==> src/hdl/aes_pkg.sv <==
// Package with AES-128 tables, types and round helper functions.
`timescale 1ns / 1ps
package aes_pkg;

  localparam int Rounds = 10;
  localparam logic [7:0] GfReduce = 8'd27;

  typedef struct packed {
    logic [127:0] state;
    logic [127:0] rkey;
    logic         encrypt;
  } cell_word_t;

  localparam logic [7:0] FWD_BOX [256] = '{
    8'h63,8'h7c,8'h77,8'h7b,8'hf2,8'h6b,8'h6f,8'hc5,8'h30,8'h01,8'h67,8'h2b,8'hfe,8'hd7,8'hab,8'h76,
    8'hca,8'h82,8'hc9,8'h7d,8'hfa,8'h59,8'h47,8'hf0,8'had,8'hd4,8'ha2,8'haf,8'h9c,8'ha4,8'h72,8'hc0,
    8'hb7,8'hfd,8'h93,8'h26,8'h36,8'h3f,8'hf7,8'hcc,8'h34,8'ha5,8'he5,8'hf1,8'h71,8'hd8,8'h31,8'h15,
    8'h04,8'hc7,8'h23,8'hc3,8'h18,8'h96,8'h05,8'h9a,8'h07,8'h12,8'h80,8'he2,8'heb,8'h27,8'hb2,8'h75,
    8'h09,8'h83,8'h2c,8'h1a,8'h1b,8'h6e,8'h5a,8'ha0,8'h52,8'h3b,8'hd6,8'hb3,8'h29,8'he3,8'h2f,8'h84,
    8'h53,8'hd1,8'h00,8'hed,8'h20,8'hfc,8'hb1,8'h5b,8'h6a,8'hcb,8'hbe,8'h39,8'h4a,8'h4c,8'h58,8'hcf,
    8'hd0,8'hef,8'haa,8'hfb,8'h43,8'h4d,8'h33,8'h85,8'h45,8'hf9,8'h02,8'h7f,8'h50,8'h3c,8'h9f,8'ha8,
    8'h51,8'ha3,8'h40,8'h8f,8'h92,8'h9d,8'h38,8'hf5,8'hbc,8'hb6,8'hda,8'h21,8'h10,8'hff,8'hf3,8'hd2,
    8'hcd,8'h0c,8'h13,8'hec,8'h5f,8'h97,8'h44,8'h17,8'hc4,8'ha7,8'h7e,8'h3d,8'h64,8'h5d,8'h19,8'h73,
    8'h60,8'h81,8'h4f,8'hdc,8'h22,8'h2a,8'h90,8'h88,8'h46,8'hee,8'hb8,8'h14,8'hde,8'h5e,8'h0b,8'hdb,
    8'he0,8'h32,8'h3a,8'h0a,8'h49,8'h06,8'h24,8'h5c,8'hc2,8'hd3,8'hac,8'h62,8'h91,8'h95,8'he4,8'h79,
    8'he7,8'hc8,8'h37,8'h6d,8'h8d,8'hd5,8'h4e,8'ha9,8'h6c,8'h56,8'hf4,8'hea,8'h65,8'h7a,8'hae,8'h08,
    8'hba,8'h78,8'h25,8'h2e,8'h1c,8'ha6,8'hb4,8'hc6,8'he8,8'hdd,8'h74,8'h1f,8'h4b,8'hbd,8'h8b,8'h8a,
    8'h70,8'h3e,8'hb5,8'h66,8'h48,8'h03,8'hf6,8'h0e,8'h61,8'h35,8'h57,8'hb9,8'h86,8'hc1,8'h1d,8'h9e,
    8'he1,8'hf8,8'h98,8'h11,8'h69,8'hd9,8'h8e,8'h94,8'h9b,8'h1e,8'h87,8'he9,8'hce,8'h55,8'h28,8'hdf,
    8'h8c,8'ha1,8'h89,8'h0d,8'hbf,8'he6,8'h42,8'h68,8'h41,8'h99,8'h2d,8'h0f,8'hb0,8'h54,8'hbb,8'h16
  };

  localparam logic [7:0] INV_BOX [256] = '{
    8'h52,8'h09,8'h6a,8'hd5,8'h30,8'h36,8'ha5,8'h38,8'hbf,8'h40,8'ha3,8'h9e,8'h81,8'hf3,8'hd7,8'hfb,
    8'h7c,8'he3,8'h39,8'h82,8'h9b,8'h2f,8'hff,8'h87,8'h34,8'h8e,8'h43,8'h44,8'hc4,8'hde,8'he9,8'hcb,
    8'h54,8'h7b,8'h94,8'h32,8'ha6,8'hc2,8'h23,8'h3d,8'hee,8'h4c,8'h95,8'h0b,8'h42,8'hfa,8'hc3,8'h4e,
    8'h08,8'h2e,8'ha1,8'h66,8'h28,8'hd9,8'h24,8'hb2,8'h76,8'h5b,8'ha2,8'h49,8'h6d,8'h8b,8'hd1,8'h25,
    8'h72,8'hf8,8'hf6,8'h64,8'h86,8'h68,8'h98,8'h16,8'hd4,8'ha4,8'h5c,8'hcc,8'h5d,8'h65,8'hb6,8'h92,
    8'h6c,8'h70,8'h48,8'h50,8'hfd,8'hed,8'hb9,8'hda,8'h5e,8'h15,8'h46,8'h57,8'ha7,8'h8d,8'h9d,8'h84,
    8'h90,8'hd8,8'hab,8'h00,8'h8c,8'hbc,8'hd3,8'h0a,8'hf7,8'he4,8'h58,8'h05,8'hb8,8'hb3,8'h45,8'h06,
    8'hd0,8'h2c,8'h1e,8'h8f,8'hca,8'h3f,8'h0f,8'h02,8'hc1,8'haf,8'hbd,8'h03,8'h01,8'h13,8'h8a,8'h6b,
    8'h3a,8'h91,8'h11,8'h41,8'h4f,8'h67,8'hdc,8'hea,8'h97,8'hf2,8'hcf,8'hce,8'hf0,8'hb4,8'he6,8'h73,
    8'h96,8'hac,8'h74,8'h22,8'he7,8'had,8'h35,8'h85,8'he2,8'hf9,8'h37,8'he8,8'h1c,8'h75,8'hdf,8'h6e,
    8'h47,8'hf1,8'h1a,8'h71,8'h1d,8'h29,8'hc5,8'h89,8'h6f,8'hb7,8'h62,8'h0e,8'haa,8'h18,8'hbe,8'h1b,
    8'hfc,8'h56,8'h3e,8'h4b,8'hc6,8'hd2,8'h79,8'h20,8'h9a,8'hdb,8'hc0,8'hfe,8'h78,8'hcd,8'h5a,8'hf4,
    8'h1f,8'hdd,8'ha8,8'h33,8'h88,8'h07,8'hc7,8'h31,8'hb1,8'h12,8'h10,8'h59,8'h27,8'h80,8'hec,8'h5f,
    8'h60,8'h51,8'h7f,8'ha9,8'h19,8'hb5,8'h4a,8'h0d,8'h2d,8'he5,8'h7a,8'h9f,8'h93,8'hc9,8'h9c,8'hef,
    8'ha0,8'he0,8'h3b,8'h4d,8'hae,8'h2a,8'hf5,8'hb0,8'hc8,8'heb,8'hbb,8'h3c,8'h83,8'h53,8'h99,8'h61,
    8'h17,8'h2b,8'h04,8'h7e,8'hba,8'h77,8'hd6,8'h26,8'he1,8'h69,8'h14,8'h63,8'h55,8'h21,8'h0c,8'h7d
  };

  localparam logic [7:0] RCON [Rounds] = '{
    8'h01, 8'h02, 8'h04, 8'h08, 8'h10, 8'h20, 8'h40, 8'h80, 8'h1b, 8'h36
  };

  function automatic logic [7:0] xt(input logic [7:0] b);
    xt = {b[6:0], 1'b0} ^ (b[7] ? GfReduce : 8'h00);
  endfunction

  // byte i of the state, i = 4*col + row, byte 0 in the top bits
  function automatic logic [7:0] sb(input logic [127:0] s, input int i);
    sb = s[127 - 8*i -: 8];
  endfunction

  function automatic logic [127:0] sub_bytes(input logic [127:0] s, input logic inv);
    logic [127:0] t;
    for (int i = 0; i < 16; i++) begin
      t[127 - 8*i -: 8] = inv ? INV_BOX[sb(s, i)] : FWD_BOX[sb(s, i)];
    end
    sub_bytes = t;
  endfunction

  function automatic logic [127:0] shift_rows(input logic [127:0] s, input logic inv);
    logic [127:0] t;
    for (int c = 0; c < 4; c++) begin
      for (int r = 0; r < 4; r++) begin
        if (inv) t[127 - 8*((((c + r) % 4) * 4) + r) -: 8] = sb(s, c*4 + r);
        else     t[127 - 8*(c*4 + r) -: 8] = sb(s, ((c + r) % 4) * 4 + r);
      end
    end
    shift_rows = t;
  endfunction

  function automatic logic [127:0] mix_columns(input logic [127:0] s, input logic inv);
    logic [127:0] t;
    logic [7:0]   a [4];
    logic [7:0]   a2, a4, a8;
    logic [7:0]   m1 [4], m2 [4], m3 [4], m9 [4], mb [4], md [4], me [4];
    for (int c = 0; c < 4; c++) begin
      for (int j = 0; j < 4; j++) begin
        a[j]  = sb(s, c*4 + j);
        a2    = xt(a[j]);
        a4    = xt(a2);
        a8    = xt(a4);
        m1[j] = a[j];
        m2[j] = a2;
        m3[j] = a2 ^ a[j];
        m9[j] = a8 ^ a[j];
        mb[j] = a8 ^ a2 ^ a[j];
        md[j] = a8 ^ a4 ^ a[j];
        me[j] = a8 ^ a4 ^ a2;
      end
      for (int r = 0; r < 4; r++) begin
        if (inv) begin
          t[127 - 8*(c*4 + r) -: 8] = me[r] ^ mb[(r+1)%4] ^ md[(r+2)%4] ^ m9[(r+3)%4];
        end else begin
          t[127 - 8*(c*4 + r) -: 8] = m2[r] ^ m3[(r+1)%4] ^ m1[(r+2)%4] ^ m1[(r+3)%4];
        end
      end
    end
    mix_columns = t;
  endfunction

  function automatic logic [31:0] sub_rot(input logic [31:0] w, input logic [7:0] rc);
    sub_rot = {FWD_BOX[w[23:16]] ^ rc, FWD_BOX[w[15:8]], FWD_BOX[w[7:0]], FWD_BOX[w[31:24]]};
  endfunction

  function automatic logic [127:0] key_fwd(input logic [127:0] k, input logic [7:0] rc);
    logic [31:0] w0, w1, w2, w3;
    w0 = k[127:96] ^ sub_rot(k[31:0], rc);
    w1 = k[95:64] ^ w0;
    w2 = k[63:32] ^ w1;
    w3 = k[31:0] ^ w2;
    key_fwd = {w0, w1, w2, w3};
  endfunction

  function automatic logic [127:0] key_bwd(input logic [127:0] k, input logic [7:0] rc);
    logic [31:0] w0, w1, w2, w3;
    w3 = k[31:0] ^ k[63:32];
    w2 = k[63:32] ^ k[95:64];
    w1 = k[95:64] ^ k[127:96];
    w0 = k[127:96] ^ sub_rot(w3, rc);
    key_bwd = {w0, w1, w2, w3};
  endfunction

endpackage

==> src/hdl/aes_key_cell.sv <==
// Key schedule cell: one key expansion step, carrying the block and its first key alongside.
`timescale 1ns / 1ps
module aes_key_cell #(
  parameter int Step = 0
) (
  input  logic         clk,
  input  logic         en,
  input  logic [127:0] blk_in,
  input  logic [127:0] key0_in,
  input  logic [127:0] rkey_in,
  input  logic         enc_in,
  output logic [127:0] blk_out,
  output logic [127:0] key0_out,
  output logic [127:0] rkey_out,
  output logic         enc_out
);
  import aes_pkg::*;

  always_ff @(posedge clk) begin
    if (en) begin
      blk_out  <= blk_in;
      key0_out <= key0_in;
      rkey_out <= key_fwd(rkey_in, RCON[Step]);
      enc_out  <= enc_in;
    end
  end
endmodule

==> config.mk <==
export PLATFORM = sky130hd
export DESIGN_NAME = aes_key_cell
export DESIGN_NICKNAME = d
export VERILOG_FILES = /design/src/hdl/aes_pkg.sv /design/src/hdl/aes_key_cell.sv
export SDC_FILE = /design/constraint.sdc
export NUM_CORES = 1
export LEC_CHECK = 0
export BUFFER_PORTS_ARGS = -buffer_cell sky130_fd_sc_hd__buf_2
export CAP_MARGIN = 25
export CORE_AREA = 3 3 299 301
export CTS_CLUSTER_SIZE = 20
export DETAILED_ROUTE_END_ITERATION = 8
export DIE_AREA = 0 0 302 304
export GPL_ROUTABILITY_DRIVEN = 1
export PLACE_DENSITY_LB_ADDON = 0.1
export SETUP_SLACK_MARGIN = 0.15
export SLEW_MARGIN = 20
export SYNTH_ARGS = -nofsm -noshare
export SYNTH_HDL_FRONTEND = slang
export SYNTH_SLANG_ARGS = --single-unit
==> constraint.sdc <==
create_clock -name clk -period 5.6 [get_ports clk]
set_clock_uncertainty 0.15 [all_clocks]
set_input_delay 1.4 -clock clk [delete_from_list [all_inputs] [get_ports clk]]
set_output_delay 1.4 -clock clk [all_outputs]
set_load 0.02 [all_outputs]
==> results of run 1 <==
power by group:
group	switching, uW	internal (uW)
logic	1970	1040
clock network	1230	1690
registers	107	3600
total	3310	6330
routing by layer:
layer  GRT usage (%)  part of all wire [%]
met1            35.0                    36
met2            48.9                    48
met3            6.66                    11
met4            10.2                   4.5
met5               0                 0.030
layout by cell type (no fill, tap or decap), drive strengths merged, types with 39 or more instances in the layout:
cell	netlist	routed
nor2b	61	61
a211oi	58	58
o211ai	52	52
xnor2	112	112
clkbuf	97	59
inv	58	60
o311ai	46	46
a311oi	39	39
ha	60	60
buf	184	940
o21ai	156	156
edfxtp	385	385
nor2	164	164
a31oi	72	72
nor3	78	78
a21oi	183	183
xor2	64	64
nand2	152	152
nand3	89	89
nand2b	86	86
area by class of cell:
cell class | count | area, um^2 | share of cell area [%]
antenna | 9 | 22.5 | 0.0660
sequential | 385 | 11600 | 33.9
timing repair buffer | 940 | 5310 | 15.6
tap | 1155 | 1450 | 4.23
clock buffer | 59 | 1160 | 3.39
inverter | 63 | 239 | 0.700
multi-input combinational | 1966 | 14100 | 41.4
clock inverter | 23 | 270 | 0.792
state kept, by name, indices dropped and copies added (netlist names):
name      flops
key0_out    128
rkey_out    128
blk_out     128
enc_out       1
cells by family (layout without fill, tap and decap cells):
logic type	Yosys count	after routing
AOI/OAI and AO/OA	876	876
and+or+nand+nor	764	764
DFF	385	385
buffers and inverters	344	1085
xor gates and xnor gates	190	190
muxes	76	76
adders and majority gates	60	60
other	0	9
stage by stage:
stage                     setup WS, ns  utilization (%)  hold slack, ns  power, uW
after floorplan                  0.975                -            1.35       5500
after global placement           0.555             37.6            1.43       6760
after detailed placement         0.569             37.6            1.43       6730
after CTS                         1.20             39.3           0.786       9710
after global routing              1.01             39.3           0.788      10000
final                             1.00             39.3           0.827       9650
worst min-delay path by stage:
stage	slack, ns	to	cells past startpoint	start
2_1_floorplan	1.35	blk_out[0]$_DFFE_PP_	0	blk_in[0]
5_1_grt	0.79	key0_out[99]$_DFFE_PP_	1	key0_in[99]
6_report	0.83	key0_out[99]$_DFFE_PP_	1	key0_in[99]
3_5_place_dp	1.43	key0_out[14]$_DFFE_PP_	1	key0_in[14]
4_1_cts	0.79	key0_out[99]$_DFFE_PP_	1	key0_in[99]
3_3_place_gp	1.43	blk_out[102]$_DFFE_PP_	1	blk_in[102]
==> run metrics, run 1 <==
final worst path period need=4.60 ns; compound-gate portion of the synthesized area=22.4%; clk sinks=385; root buffer cell=clkbuf_16; DP HPWL=105000 um; Synth Area in XOR/XNOR=7.56%; Initial Utilization=31.6%; top post-synthesis cells by count=edfxtp_1 (385), a21oi_1 (177), nor2_1 (161); Peak VDD IR=0.000215 V; CTS max path bufs=3; number of synthesized flops with an enable pin=385; Tot GR Track Use=28.6%; Synth Instances=2695; Hold Crit Class=input port to register; fmax=217 MHz; Tightest Pin Transition=1.03 ns; syn nets=3142; Placed Cells=4509; yosys synthesis warning count=0; post-route cell area=34100 um^2; total setup buffers inserted after CTS=0; Slew Limit Fails=0; crit-path max cell delay=0.62 ns; top cell type's share of synthesized area=42.1%; Netlist cell types=114; clock-pin transition on the worst setup and hold timing paths=0.06 ns; RSZ-0062 raised after global routing=false; vias=27900; DIE AREA=91800 um^2; Synth async-reset ratio=0%; die height=304 um; WP depth=11; GR Overflow Total=0; worst-path cell chain=buf_2, buf_4, ha_1, nand2b_1, mux2i_1, a2111oi_0, a211oi_1, a221o_1, mux2i_4, xnor2_4, xnor3_1; post-route ant nets=0; Synth area leaders=edfxtp_1 (42%), a21oi_1 (3.2%), xnor2_1 (3.1%); post_cts resized=0; worst setup path start=rkey_in[9]; main combinational cell family by area after synthesis=compound AO/OA/AOI/OAI gates; first-pass GRT wire length=196000 um; Data required, critical path=5.78 ns; TritonRoute pass-1 iters=7; Die X=302 um; Final nets=3847; drt via density=6.07; simple-gate share of the synthesized area=14.2%; CORE AREA=86900 um^2; WL per Instance=30.0 um; synthesis-stage register bit count=385; max cap viols=0; pwr dens=283 nW/um^2; Buf/Inv on CP=2; multiplexer area fraction after synthesis=4.50%; WL final=138000 um; num rows=108; CTS H-tree lvls=2; Worst Setup EP=rkey_out[17]$_DFFE_PP_; Detailed Route Iter0 Violations=4075; Crit Path Category=input port to register; layout overhead on the synthesized area=24.3%; FILL cells=8678; I/O pins=772; P_leak=0.0134 uW; TritonCTS clock tree=done; CTS buffer count=44; Fin. Hold Viols=0; vias in the first global route=26900; largest net degree at the start of global routing=102; Seq/Total Area, Yosys=42.1%; Final TNS setup=0 ns; post-synth top area cell=edfxtp_1; Post-Syn Area per Cell=10.2 um^2; setup violators final=0; Mapped Area=27500 um^2; port bufs=771; Placed Area=32700 um^2; Data arrival, critical path=4.78 ns; CTS Hold Buffers Added=0; layout cell share with drive strength beyond 1=33.4%; fin crit share=82.1%; CP endpoint kind=register; commonest register cell after synthesis=edfxtp_1; Crit path max-delay family=compound AO/OA/AOI/OAI gates; Rel. slew slack=31.3%; synthesized-area fraction occupied by adder cells=2.73%; initial antenna violation count=17; run status=finished, final reports clean; cell with the most instances after synthesis=edfxtp_1; crit-path max FO=35; Worst path slowest cell=a2111oi_0; Layout Cells excl Fill=4600; routability cong.=1.04; DRC Markers=0; Worst Setup Start Kind=input port
No activity file was read; power rests on OpenSTA's default activity.
==> run 2, diff against run 1 <==
--- a/config.mk
+++ b/config.mk
@@ -7,10 +7,10 @@
 export LEC_CHECK = 0
 export BUFFER_PORTS_ARGS = -buffer_cell sky130_fd_sc_hd__buf_2
 export CAP_MARGIN = 25
-export CORE_AREA = 3 3 299 301
+export CORE_AREA = 3 3 296 298
 export CTS_CLUSTER_SIZE = 20
 export DETAILED_ROUTE_END_ITERATION = 8
-export DIE_AREA = 0 0 302 304
+export DIE_AREA = 0 0 299 301
 export GPL_ROUTABILITY_DRIVEN = 1
 export PLACE_DENSITY_LB_ADDON = 0.1
 export SETUP_SLACK_MARGIN = 0.15
==> constraint.sdc (replaced) <==
create_clock -name clk -period 4 [get_ports clk]
set_clock_uncertainty 0.15 [all_clocks]
set_input_delay 1 -clock clk [delete_from_list [all_inputs] [get_ports clk]]
set_output_delay 1 -clock clk [all_outputs]
set_load 0.02 [all_outputs]
==> run metrics, run 2 (same netlist as run 1, synthesis figures left out) <==
run status=finished, final reports clean; commonest non-fill, non-tap cell in the layout=buf_2; initial antenna violation count=22; WL per Instance=31.1 um; routability cong.=1.03; clock-pin transition on the worst setup and hold timing paths=0.05 ns; CORE AREA=85100 um^2; GR Layer Usage met2=55.9%; TritonRoute pass-1 iters=6; largest net degree at the start of global routing=92; pwr dens=370 nW/um^2; Hold Crit Class=input port to register; WL final=160000 um; max cap viols=0; Crit Path Category=input port to register; Net Sw Power=4960 uW; Detailed Route Iter0 Violations=3811; setup violators final=0; DIE AREA=90000 um^2; fmax=265 MHz; Clk pwr share=28.5%; P_leak=0.0163 uW; pre-CTS setup slack=-0.581 ns; FILL cells=8363; Gate power share=35.1%; met1 Use GR=43.9%; Tightest Pin Transition=0.922 ns; met3 usage=7.02%; final worst path period need=3.78 ns; DP HPWL=129000 um; CTS max path bufs=3; clk sinks=385; Slew Limit Fails=0; Final nets=4409; Peak VDD IR=0.000294 V; TritonCTS clock tree=done; Die X=299 um; die height=301 um; Rel. slew slack=38.5%; internal power=9420 uW; Fin. Hold Viols=0; Tot GR Track Use=34.2%; port bufs=771; GR Overflow Total=0; root buffer cell=clkbuf_16; biggest regs=blk_out (128), key0_out (128), rkey_out (128); CP endpoint kind=register; drt via density=5.82; Initial Utilization=32.2%; vias in the first global route=29400; DRC Markers=0; Worst Setup Start Kind=input port; post-route ant nets=0; final worst setup slack=0.221 ns; num rows=107; CTS buffer count=44; Sw Share=34.5%; fin util=45.7%; RSZ-0062 raised after global routing=true; Reg power frac=36.5%; layer carrying the most global-route usage=met2; I/O pins=772; fin crit share=94.5%; vias=29900; first-pass GRT wire length=224000 um; total setup buffers inserted after CTS=0; Data required, critical path=4.17 ns; crit-path max FO=19; most frequent cells in the layout=buf_2 (767), buf_4 (684), edfxtp_1 (385); layout cell share with drive strength beyond 1=43.2%; CTS H-tree lvls=2; Data arrival, critical path=3.95 ns; layout overhead on the synthesized area=41.6%
==> run 2: cell count changes in the layout (fill, tap and decap cells not counted), moves of 2 or more <==
cell and change:
nand2_2 +2, inv_1 -4, a2111oi_1 +2, a211oi_2 +2, a2111oi_0 -3, ha_4 +2
nand2_1 -2, buf_12 +37, ha_1 -2, a211oi_1 -2, inv_2 +2, buf_4 +524
clkbuf_1 -7
==> run 2: critical path: stages <==
cell and delay, ns:
buf_2 0.41, buf_4 0.29, buf_4 0.16, xor2_2 0.28, nor2_1 0.10, o22ai_1 0.33
a31oi_1 0.15, mux4_2 0.55, xnor2_4 0.29, xnor3_1 0.37
==> run 2: power by group through the flow <==
stage | Clock (uW) | Sequential [uW] | Combinational, uW
floorplan | 0 | 5870 | 1840
global placement | 0 | 5310 | 5000
detailed placement | 0 | 5310 | 4970
CTS | 4210 | 5250 | 4990
global route | 4370 | 5270 | 5270
finish | 4090 | 5240 | 5040
==> run 2: routing by layer <==
layer	share of wire, %	wire, um	vias to the layer above
met5	0.039	63	-
met4	5.0	7970	10
met3	9.6	15400	369
met2	47	74700	1983
met1	39	61800	14700
li1	-	-	12900
==> run 2: repair_timing <==
item | in CTS | in global routing
hold buffers | 0 | 0
resized for setup | 1 | 2
setup endpoints to repair | 2 | 6
endpoints found under the hold margin | 0 | 0
==> run 2: final timing paths <==
path	from	endpoint	slack [ns]	depth (start not counted)
worst max-delay path	rkey_in[26]	rkey_out[4]$_DFFE_PP_	0.22	10
worst min-delay path	key0_in[120]	key0_out[120]$_DFFE_PP_	0.42	1
==> run 2: cell type report <==
cell class / count / area, um^2 / area share [%]
multi-input combinational: 1966 / 14200 / 36.5
sequential: 385 / 11600 / 29.7
timing repair buffer: 1502 / 9990 / 25.7
tap: 1144 / 1430 / 3.68
clock buffer: 52 / 1130 / 2.91
clock inverter: 22 / 289 / 0.743
inverter: 63 / 250 / 0.644
antenna: 9 / 22.5 / 0.0579
==> run 2: through the flow <==
step | power (uW) | hold WS [ns] | TNS [ns] | std cells | area [um^2]
2_1_floorplan | 7710 | 0.949 | 0 | 2695 | 27600
3_3_place_gp | 10300 | 1.03 | -16.79 | 5060 | 37400
3_5_place_dp | 10300 | 1.03 | -14.33 | 5060 | 37400
4_1_cts | 14400 | 0.386 | 0 | 5134 | 38800
5_1_grt | 14900 | 0.395 | 0 | 5138 | 38900
6_report | 14400 | 0.421 | 0 | 5143 | 38900
